### src/blob_track_table_macros.svh
// Assertion helpers for the track table.
// Each check samples on the rising edge of i_clk and is off while i_rst_n is low.
`ifndef BLOB_TRACK_TABLE_MACROS_SVH
`define BLOB_TRACK_TABLE_MACROS_SVH

`ifndef SYNTH
// Same-cycle implication
`define BTT_ASSERT_IMP(label, ante, cons) \
    label: assert property (@(posedge i_clk) disable iff (!i_rst_n) (ante) |-> (cons)) \
        else $error("blob_track_table: same-cycle check failed");
// Next-cycle implication
`define BTT_ASSERT_NXT(label, ante, cons) \
    label: assert property (@(posedge i_clk) disable iff (!i_rst_n) (ante) |=> (cons)) \
        else $error("blob_track_table: next-cycle check failed");
`else
`define BTT_ASSERT_IMP(label, ante, cons)
`define BTT_ASSERT_NXT(label, ante, cons)
`endif

`endif

### src/btt_pkg.sv
`default_nettype none

package btt_pkg;

    localparam int MAX_TARGETS_DEF = 16;
    localparam int TIME_BITS_DEF   = 32;
    localparam logic [31:0] THRESH_RESET = 32'd1000000;

    // operation codes
    localparam logic [1:0] OP_BLOB   = 2'd0;
    localparam logic [1:0] OP_FRAME  = 2'd1;
    localparam logic [1:0] OP_UPDATE = 2'd2;

    // status codes
    localparam logic [2:0] ST_MATCHED    = 3'd0;
    localparam logic [2:0] ST_NEW_ENTRY  = 3'd1;
    localparam logic [2:0] ST_DROPPED    = 3'd2;
    localparam logic [2:0] ST_FRAME_DONE = 3'd3;
    localparam logic [2:0] ST_UPDATED    = 3'd4;
    localparam logic [2:0] ST_BAD_INDEX  = 3'd5;

    typedef struct packed {
        logic [1:0]  operation;
        logic [11:0] pos_x;
        logic [11:0] pos_y;
        logic [11:0] diameter;
        logic [11:0] rect_width;
        logic [11:0] rect_height;
        logic [3:0]  entry_select;
        logic [31:0] current_time;
    } t_in_item;

    typedef struct packed {
        logic [2:0] status;
        logic [3:0] entry_index;
        logic [4:0] pruned_count;
        logic [4:0] live_count;
    } t_out_item;

    typedef struct packed {
        logic [11:0] left;
        logic [11:0] top;
        logic [11:0] w;
        logic [11:0] h;
    } t_rect;

    typedef enum logic [2:0] {
        S_IDLE,
        S_START,
        S_READ,
        S_EVAL,
        S_DONE
    } t_state;

endpackage

`default_nettype wire

### src/btt_ram.sv
`default_nettype none

// Simple dual-port RAM, one write and one registered read per cycle.
module btt_ram #(
    parameter int WIDTH = 8,
    parameter int DEPTH = 16,
    localparam int AW   = (DEPTH > 1) ? $clog2(DEPTH) : 1
) (
    input  wire logic             i_clk,
    input  wire logic             i_we,
    input  wire logic [AW-1:0]    i_waddr,
    input  wire logic [WIDTH-1:0] i_wdata,
    input  wire logic [AW-1:0]    i_raddr,
    output logic      [WIDTH-1:0] o_rdata
);

    logic [WIDTH-1:0] r_mem [DEPTH];

    always_ff @(posedge i_clk) begin
        if (i_we) begin
            r_mem[i_waddr] <= i_wdata;
        end
        o_rdata <= r_mem[i_raddr];
    end

endmodule

`default_nettype wire

### src/blob_track_table.sv
// Ordered table of tracked rectangles. A blob word (operation 0) pairs with the first
// entry, in table order, that is neither paired nor newly created this frame and whose
// rectangle holds the blob center; otherwise it appends a new square entry cornered at
// the blob center, or is dropped with status 2 when the table is full. An end-of-frame
// word (operation 1) removes every unpaired, non-new entry whose modulo age has reached
// prune_threshold, compacts the rest in order and clears all marks. An update word
// (operation 2) rewrites one live entry's rectangle. Operation 3 is ignored and yields
// no result. Every other word yields exactly one result word. Timing: one word is in
// work at a time; the entry memory has a single registered read port, so each entry
// visited takes an address step, then an evaluate step. An update visits no entry; a
// blob or end of frame visits at most MAX_TARGETS entries. o_ready rises again in the
// same cycle that the result word appears on the output. A finished result sits in an
// output register, so the next word is accepted while it waits to be taken; a word that
// finishes while that register is still full holds in its last step until the register
// frees. The user must write prune_threshold through i_cfg_we / i_cfg_data only while
// the block is idle; the block itself does not enforce this. No clearing pass runs
// after reset; entries past the live count are never evaluated.
`default_nettype none

`include "blob_track_table_macros.svh"

module blob_track_table
    import btt_pkg::*;
#(
    parameter int MAX_TARGETS = MAX_TARGETS_DEF,
    parameter int TIME_BITS   = TIME_BITS_DEF
) (
    input  wire logic        i_clk,
    input  wire logic        i_rst_n,
    // input words
    input  wire logic        i_valid,
    output logic             o_ready,
    input  wire t_in_item    i_item,
    // result words
    output logic             o_valid,
    input  wire logic        i_ready,
    output t_out_item        o_result,
    // threshold register
    input  wire logic        i_cfg_we,
    input  wire logic [31:0] i_cfg_data
);

    localparam int IW   = $clog2(MAX_TARGETS);        // table index width
    localparam int CW   = $clog2(MAX_TARGETS + 1);    // entry count width
    localparam int SW   = (CW > 4) ? CW : 4;          // select compare width
    localparam int CMPW = (TIME_BITS > 32) ? TIME_BITS : 32;
    localparam int RW   = $bits(t_rect);

    // control state
    t_state                 r_state, n_state;
    logic [CW-1:0]          r_count, n_count;
    logic [MAX_TARGETS-1:0] r_paired, n_paired;
    logic [MAX_TARGETS-1:0] r_fresh, n_fresh;
    logic                   r_out_valid, n_out_valid;
    logic [31:0]            r_thresh;

    // working registers
    t_in_item               r_item, n_item;
    logic [IW-1:0]          r_idx, n_idx;
    logic [CW-1:0]          r_keep, n_keep;
    logic [CW-1:0]          r_pruned, n_pruned;
    t_out_item              r_res, n_res;
    t_out_item              r_out, n_out;

    // entry memory ports
    logic                   w_we_rect, w_we_time;
    logic [IW-1:0]          w_waddr;
    t_rect                  w_wrect;
    logic [TIME_BITS-1:0]   w_wtime;
    logic [RW-1:0]          w_rd_rect_bits;
    t_rect                  w_rd_rect;
    logic [TIME_BITS-1:0]   w_rd_time;

    // evaluation
    logic [TIME_BITS-1:0]   w_now;
    logic [TIME_BITS-1:0]   w_age;
    logic                   w_inside;
    logic                   w_skip;
    logic                   w_last;
    logic                   w_prune;
    logic                   w_append;

    // Rectangles and timestamps live apart so a match stamps time only
    // and an update rewrites the rectangle only.
    btt_ram #(
        .WIDTH (RW),
        .DEPTH (MAX_TARGETS)
    ) u_rect_ram (
        .i_clk   (i_clk),
        .i_we    (w_we_rect),
        .i_waddr (w_waddr),
        .i_wdata (w_wrect),
        .i_raddr (r_idx),
        .o_rdata (w_rd_rect_bits)
    );

    btt_ram #(
        .WIDTH (TIME_BITS),
        .DEPTH (MAX_TARGETS)
    ) u_time_ram (
        .i_clk   (i_clk),
        .i_we    (w_we_time),
        .i_waddr (w_waddr),
        .i_wdata (w_wtime),
        .i_raddr (r_idx),
        .o_rdata (w_rd_time)
    );

    assign w_rd_rect = t_rect'(w_rd_rect_bits);

    // Timestamp reduced modulo 2^TIME_BITS (zero-extended when wider).
    assign w_now = TIME_BITS'({{TIME_BITS{1'b0}}, r_item.current_time});
    assign w_age = w_now - w_rd_time;

    // Half-open containment; a zero side holds no point.
    assign w_inside = (w_rd_rect.left <= r_item.pos_x)
        && ({1'b0, r_item.pos_x} < ({1'b0, w_rd_rect.left} + {1'b0, w_rd_rect.w}))
        && (w_rd_rect.top <= r_item.pos_y)
        && ({1'b0, r_item.pos_y} < ({1'b0, w_rd_rect.top} + {1'b0, w_rd_rect.h}));

    assign w_skip  = r_paired[r_idx] | r_fresh[r_idx];
    assign w_last  = ((CW'(r_idx) + CW'(1)) == r_count);
    assign w_prune = !w_skip && (CMPW'(w_age) >= CMPW'(r_thresh));

    assign o_ready  = (r_state == S_IDLE);
    assign o_valid  = r_out_valid;
    assign o_result = r_out;

    always_comb begin
        n_state     = r_state;
        n_count     = r_count;
        n_paired    = r_paired;
        n_fresh     = r_fresh;
        n_item      = r_item;
        n_idx       = r_idx;
        n_keep      = r_keep;
        n_pruned    = r_pruned;
        n_res       = r_res;
        n_out       = r_out;
        n_out_valid = r_out_valid && !i_ready;
        w_we_rect   = 1'b0;
        w_we_time   = 1'b0;
        w_waddr     = r_idx;
        w_wrect     = w_rd_rect;
        w_wtime     = w_rd_time;
        w_append    = 1'b0;

        unique case (r_state)
            S_IDLE: begin
                if (i_valid) begin
                    n_item  = i_item;
                    n_state = S_START;
                end
            end

            S_START: begin
                n_idx    = '0;
                n_keep   = '0;
                n_pruned = '0;
                priority if (r_item.operation == OP_BLOB) begin
                    if (r_count == '0) begin
                        w_append = 1'b1;
                    end else begin
                        n_state = S_READ;
                    end
                end else if (r_item.operation == OP_FRAME) begin
                    if (r_count == '0) begin
                        n_paired = '0;
                        n_fresh  = '0;
                        n_res    = '{ST_FRAME_DONE, 4'd0, 5'd0, 5'd0};
                        n_state  = S_DONE;
                    end else begin
                        n_state = S_READ;
                    end
                end else if (r_item.operation == OP_UPDATE) begin
                    if (SW'(r_item.entry_select) < SW'(r_count)) begin
                        w_we_rect = 1'b1;
                        w_waddr   = IW'(r_item.entry_select);
                        w_wrect   = '{r_item.pos_x, r_item.pos_y,
                                      r_item.rect_width, r_item.rect_height};
                        n_res     = '{ST_UPDATED, r_item.entry_select, 5'd0,
                                      5'(r_count)};
                    end else begin
                        n_res = '{ST_BAD_INDEX, r_item.entry_select, 5'd0, 5'(r_count)};
                    end
                    n_state = S_DONE;
                end else begin
                    // reserved code: drop without a result
                    n_state = S_IDLE;
                end
            end

            S_READ: begin
                n_state = S_EVAL;
            end

            S_EVAL: begin
                if (r_item.operation == OP_BLOB) begin
                    if (!w_skip && w_inside) begin
                        w_we_time       = 1'b1;
                        w_waddr         = r_idx;
                        w_wtime         = w_now;
                        n_paired[r_idx] = 1'b1;
                        n_res           = '{ST_MATCHED, 4'(r_idx), 5'd0, 5'(r_count)};
                        n_state         = S_DONE;
                    end else if (w_last) begin
                        w_append = 1'b1;
                    end else begin
                        n_idx   = r_idx + 1'b1;
                        n_state = S_READ;
                    end
                end else begin
                    // compact: survivors move down to the keep slot
                    if (!w_prune) begin
                        w_we_rect = 1'b1;
                        w_we_time = 1'b1;
                        w_waddr   = IW'(r_keep);
                        n_keep    = r_keep + 1'b1;
                    end else begin
                        n_pruned = r_pruned + 1'b1;
                    end
                    if (w_last) begin
                        n_count  = n_keep;
                        n_paired = '0;
                        n_fresh  = '0;
                        n_res    = '{ST_FRAME_DONE, 4'd0, 5'(n_pruned), 5'(n_keep)};
                        n_state  = S_DONE;
                    end else begin
                        n_idx   = r_idx + 1'b1;
                        n_state = S_READ;
                    end
                end
            end

            S_DONE: begin
                // hold until the output register is free
                if (!r_out_valid || i_ready) begin
                    n_out_valid = 1'b1;
                    n_out       = r_res;
                    n_state     = S_IDLE;
                end
            end

            default: begin
                n_state = S_IDLE;
            end
        endcase

        // Append a new entry at the tail, or drop when full.
        if (w_append) begin
            if (r_count >= CW'(MAX_TARGETS)) begin
                n_res = '{ST_DROPPED, 4'd0, 5'd0, 5'(r_count)};
            end else begin
                w_we_rect                = 1'b1;
                w_we_time                = 1'b1;
                w_waddr                  = IW'(r_count);
                w_wrect                  = '{r_item.pos_x, r_item.pos_y,
                                             r_item.diameter, r_item.diameter};
                w_wtime                  = w_now;
                n_paired[IW'(r_count)]   = 1'b0;
                n_fresh[IW'(r_count)]    = 1'b1;
                n_count                  = r_count + 1'b1;
                n_res                    = '{ST_NEW_ENTRY, 4'(r_count), 5'd0,
                                             5'(r_count + 1'b1)};
            end
            n_state = S_DONE;
        end
    end

    always_ff @(posedge i_clk) begin
        if (!i_rst_n) begin
            r_state     <= S_IDLE;
            r_count     <= '0;
            r_paired    <= '0;
            r_fresh     <= '0;
            r_out_valid <= 1'b0;
            r_thresh    <= THRESH_RESET;
        end else begin
            r_state     <= n_state;
            r_count     <= n_count;
            r_paired    <= n_paired;
            r_fresh     <= n_fresh;
            r_out_valid <= n_out_valid;
            if (i_cfg_we) begin
                r_thresh <= i_cfg_data;
            end
        end
    end

    always_ff @(posedge i_clk) begin
        r_item   <= n_item;
        r_idx    <= n_idx;
        r_keep   <= n_keep;
        r_pruned <= n_pruned;
        r_res    <= n_res;
        r_out    <= n_out;
    end

    `BTT_ASSERT_IMP(a_count_bound, 1'b1, r_count <= CW'(MAX_TARGETS))
    `BTT_ASSERT_IMP(a_scan_in_range, r_state == S_EVAL, CW'(r_idx) < r_count)
    `BTT_ASSERT_IMP(a_keep_behind_scan,
        (r_state == S_EVAL) && (r_item.operation == OP_FRAME), r_keep <= CW'(r_idx))
    `BTT_ASSERT_IMP(a_frame_clears_marks,
        (r_state == S_DONE) && (r_item.operation == OP_FRAME),
        (r_paired == '0) && (r_fresh == '0))
    `BTT_ASSERT_NXT(a_done_publishes,
        (r_state == S_DONE) && (!r_out_valid || i_ready),
        r_out_valid && (r_state == S_IDLE))

endmodule

`default_nettype wire
### config.mk
export PLATFORM = sky130hd
export DESIGN_NAME = blob_track_table
export DESIGN_NICKNAME = d
export VERILOG_FILES = /design/src/btt_pkg.sv /design/src/btt_ram.sv /design/src/blob_track_table.sv
export VERILOG_INCLUDE_DIRS = /design/src /design/src/src
export SDC_FILE = /design/constraint.sdc
export NUM_CORES = 2
export LEC_CHECK = 0
export ABC_AREA = 1
export BUFFER_PORTS_ARGS = -buffer_cell sky130_fd_sc_hd__buf_2
export CORE_MARGIN = 5
export CORE_UTILIZATION = 36
export CTS_CLUSTER_SIZE = 40
export DETAILED_ROUTE_END_ITERATION = 10
export HOLD_SLACK_MARGIN = 0.1
export PLACE_DENSITY = 0.62
export SKIP_LAST_GASP = 1
export SLEW_MARGIN = 20
export SYNTH_ARGS = -nofsm -noshare
export SYNTH_HDL_FRONTEND = slang
export SYNTH_SLANG_ARGS = --single-unit
### constraint.sdc
create_clock -name i_clk -period 10.25 [get_ports i_clk]
set_input_delay 1.025 -clock i_clk [delete_from_list [all_inputs] [get_ports i_clk]]
set_output_delay 1.025 -clock i_clk [all_outputs]
set_load 0.03 [all_outputs]
==> results.cfg <==
[grt]
antenna_found_initial = 13
overflow = 0
first_global_vias = 41500
track_usage_pct = 18.7
grt_pass1_wl_um = 267000
grt_max_degree = 233

[finish]
nets = 5810
multi_input_area_um2 = 17100
final_common_cell = edfxtp_1
diodes = 0
mostFrequentLayoutCells = edfxtp_1 (1,426), nor2_1 (764), o21ai_0 (727), nand2_1 (664), o22ai_1 (331)
seq_area_um2 = 45900
area_delta_synth_final_pct = 13.9
stdcell_count = 8011
fillers = 16500
drive_gt1_share_pct = 10.5

[timing]
fin_crit_sh_pct = 71.7
max_slew_margin_pct = 22.1
tightestPinTransition_ns = 1.17
finalSetupTns_ns = 0
period_needed_ns = 7.35
hold_violations = 0
rsz0062_at_grt = false
skew_ns = 0.0288
slew_viol_final = 0
fmax_ghz = 0.136
setup_viol_count_final = 0
fin_hold_ws_ns = 0.406

[synth]
synth_top_area_share_pct = 66.1
synth_cells = 5392
synth-seq-cells = 1579
synth_seq_area_share_pct = 70.9
synth-edff-count = 1426
ys_top_cells_by_area = edfxtp_1 (66%), o21ai_0 (5.8%), dfxtp_1 (4.7%)
yosys.area.top_type = edfxtp_1
yosysUniqueCellTypes = 50
syn_nets = 5677
syn_area_um2 = 64800
async_reset_ff_share_pct = 0
synth_ff_type = edfxtp_1
syn_avg_cell_area_um2 = 12.0
yosysWarnings = 0

[setup_path]
rr_worst_depth = 29
critPathMaxStageDelay_ns = 0.71
crit_type = reg2reg
cp_common_cell = nand2_1
startpoint = w_now[2]$_DFFE_PP_
start_kind = flip-flop
cp_max_fo = 28
path_delay_family = simple AND/OR/NAND/NOR gates
cp-end-kind = flip-flop
r2r_slack_ns = 2.90
required_ns = 10.66
timing.critical_path.buf_inv = 2
timing.rr.end = u_rect_ram.r_mem[7][39]$_DFFE_PP_
arrival_ns = 7.76
reg2reg_from = w_now[2]$_DFFE_PP_
critPathSlowestCell = nor2_4

[route]
post_drt_via_cell_ratio = 5.40
wire_per_inst_um = 22.6
antenna_left = 0
drt-total-wl_um = 181000
drcViolationCount = 0
vias = 43300
dr.pass1.iters = 6
drt_iter0_markers = 4376

[cts]
ctsResizeCount = 0
clock_latency_ns = 0.79
clockBufferDepth = 3
cts-root-buf = clkbuf_16
numCtsBuffers = 161
clkSinkCount = 1579
cts_tree = yes
cts.clk_slew.worst_paths_ns = 0.06
cts_setup_buffers = 0
hold_buffers = 0
htreeDepth = 4

[floorplanning]
die_x_um = 434
die_h_um = 434
fp-row-count = 155
initial_core_util_pct = 36.3
pin_count = 154
dieArea_um2 = 188000
core_area_um2 = 179000

[placement]
io_buffer_count = 153
gp_congestion = 0.860
dp_hpwl_um = 105000
dpl.cell_count = 7713

[run]
maxCapViolations = 0

[power]
leakagePower_nw = 25.4
ir_drop_v = 0.000139
powerDensity_nw_per_um2 = 222

[min_path]
whs_path_depth = 1
hold_path_class = in2reg
min_from = i_item[76]
hold_end = r_item[76]$_DFFE_PP_

[status]
status = completed
worst max-delay path by stage:
stage | depth (start not counted) | end | slack [ns]
after floorplan | 27 | u_rect_ram.r_mem[11][0]$_DFFE_PP_ | 2.54
after global placement | 32 | u_rect_ram.r_mem[8][32]$_DFFE_PP_ | 2.95
after detailed placement | 27 | u_rect_ram.r_mem[8][32]$_DFFE_PP_ | 2.90
after CTS | 29 | u_rect_ram.r_mem[9][14]$_DFFE_PP_ | 2.90
after global routing | 29 | u_rect_ram.r_mem[7][38]$_DFFE_PP_ | 2.33
final | 29 | u_rect_ram.r_mem[7][39]$_DFFE_PP_ | 2.90
where the power goes:
| group | leakage (nW) | total (mW) | internal, mW | switching, mW |
|---|---|---|---|---|
| combinational | 8.69 | 2.91 | 0.844 | 2.06 |
| clock | 2.48 | 5.73 | 3.26 | 2.47 |
| sequential | 14.2 | 7.72 | 7.59 | 0.129 |
cell families after synthesis:
kind of cell | synth area share [%]
flops | 70.9
compound gates | 11.3
xor+xnor | 0.852
mux | 0.155
buf+inv | 3.27
simple gates | 10.7
fa+ha+maj | 2.93
cell usage after synthesis, types with 9 or more instances:
| library cell | n |
|---|---|
| a21oi_1 | 205 |
| buf_1 | 15 |
| buf_2 | 12 |
| clkbuf_1 | 261 |
| dfxtp_1 | 153 |
| edfxtp_1 | 1426 |
| ha_1 | 147 |
| inv_1 | 241 |
| mux2i_1 | 10 |
| nand2_1 | 664 |
| nand3_1 | 72 |
| nand3b_1 | 13 |
| nand4_1 | 103 |
| nor2_1 | 793 |
| nor3_1 | 21 |
| o211ai_1 | 12 |
| o21a_1 | 10 |
| o21ai_0 | 744 |
| o21ai_1 | 9 |
| o22ai_1 | 331 |
| xnor2_1 | 17 |
| xor2_1 | 46 |
final cells by class:
class	count	area share [%]
sequential	1579	62.2
multi-input combinational	3265	23.2
clock buffer	216	5.89
tap	2355	4.00
timing repair buffer	267	2.34
inverter	251	1.30
clock inverter	78	1.01
sequential cells by signal, summed over array words and instances, names as in the netlist, 16 cells and up:
signal              count
r_item                 66
o_result               17
u_rect_ram.o_rdata     48
r_thresh               32
u_time_ram.o_rdata     32
u_rect_ram.r_mem      768
r_paired               16
r_fresh                16
u_time_ram.r_mem      512
w_now                  32
r_res                  17
worst register-to-register path, delay by kind of cell, from the launching register on:
family          cells  cell delay [ns]
flops               1             0.39
compound gates     11             2.43
fa+ha+maj           2             0.63
simple gates       13             2.61
xor+xnor            1             0.20
buf+inv             2             0.71
metal layers:
metal | track usage (%) | share of wire [%] | up-vias
li1 | - | - | 19800
met1 | 25.6 | 42 | 21400
met2 | 30.7 | 47 | 1740
met3 | 2.83 | 7.3 | 338
met4 | 6.04 | 3.1 | 2
met5 | 0 | 0.0072 | -
stage by stage:
stage	power [mW]	worst slack [ns]	utilization (%)	instance area (um2)
floorplan	9.64	2.54	-	64800
global placement	10.7	2.95	38.3	68500
detailed placement	10.7	2.90	38.3	68500
CTS	16.4	2.90	41.2	73600
global route	17.1	2.33	41.3	73700
finish	16.4	2.90	41.3	73700
No activity file was read; power rests on OpenSTA's default activity.
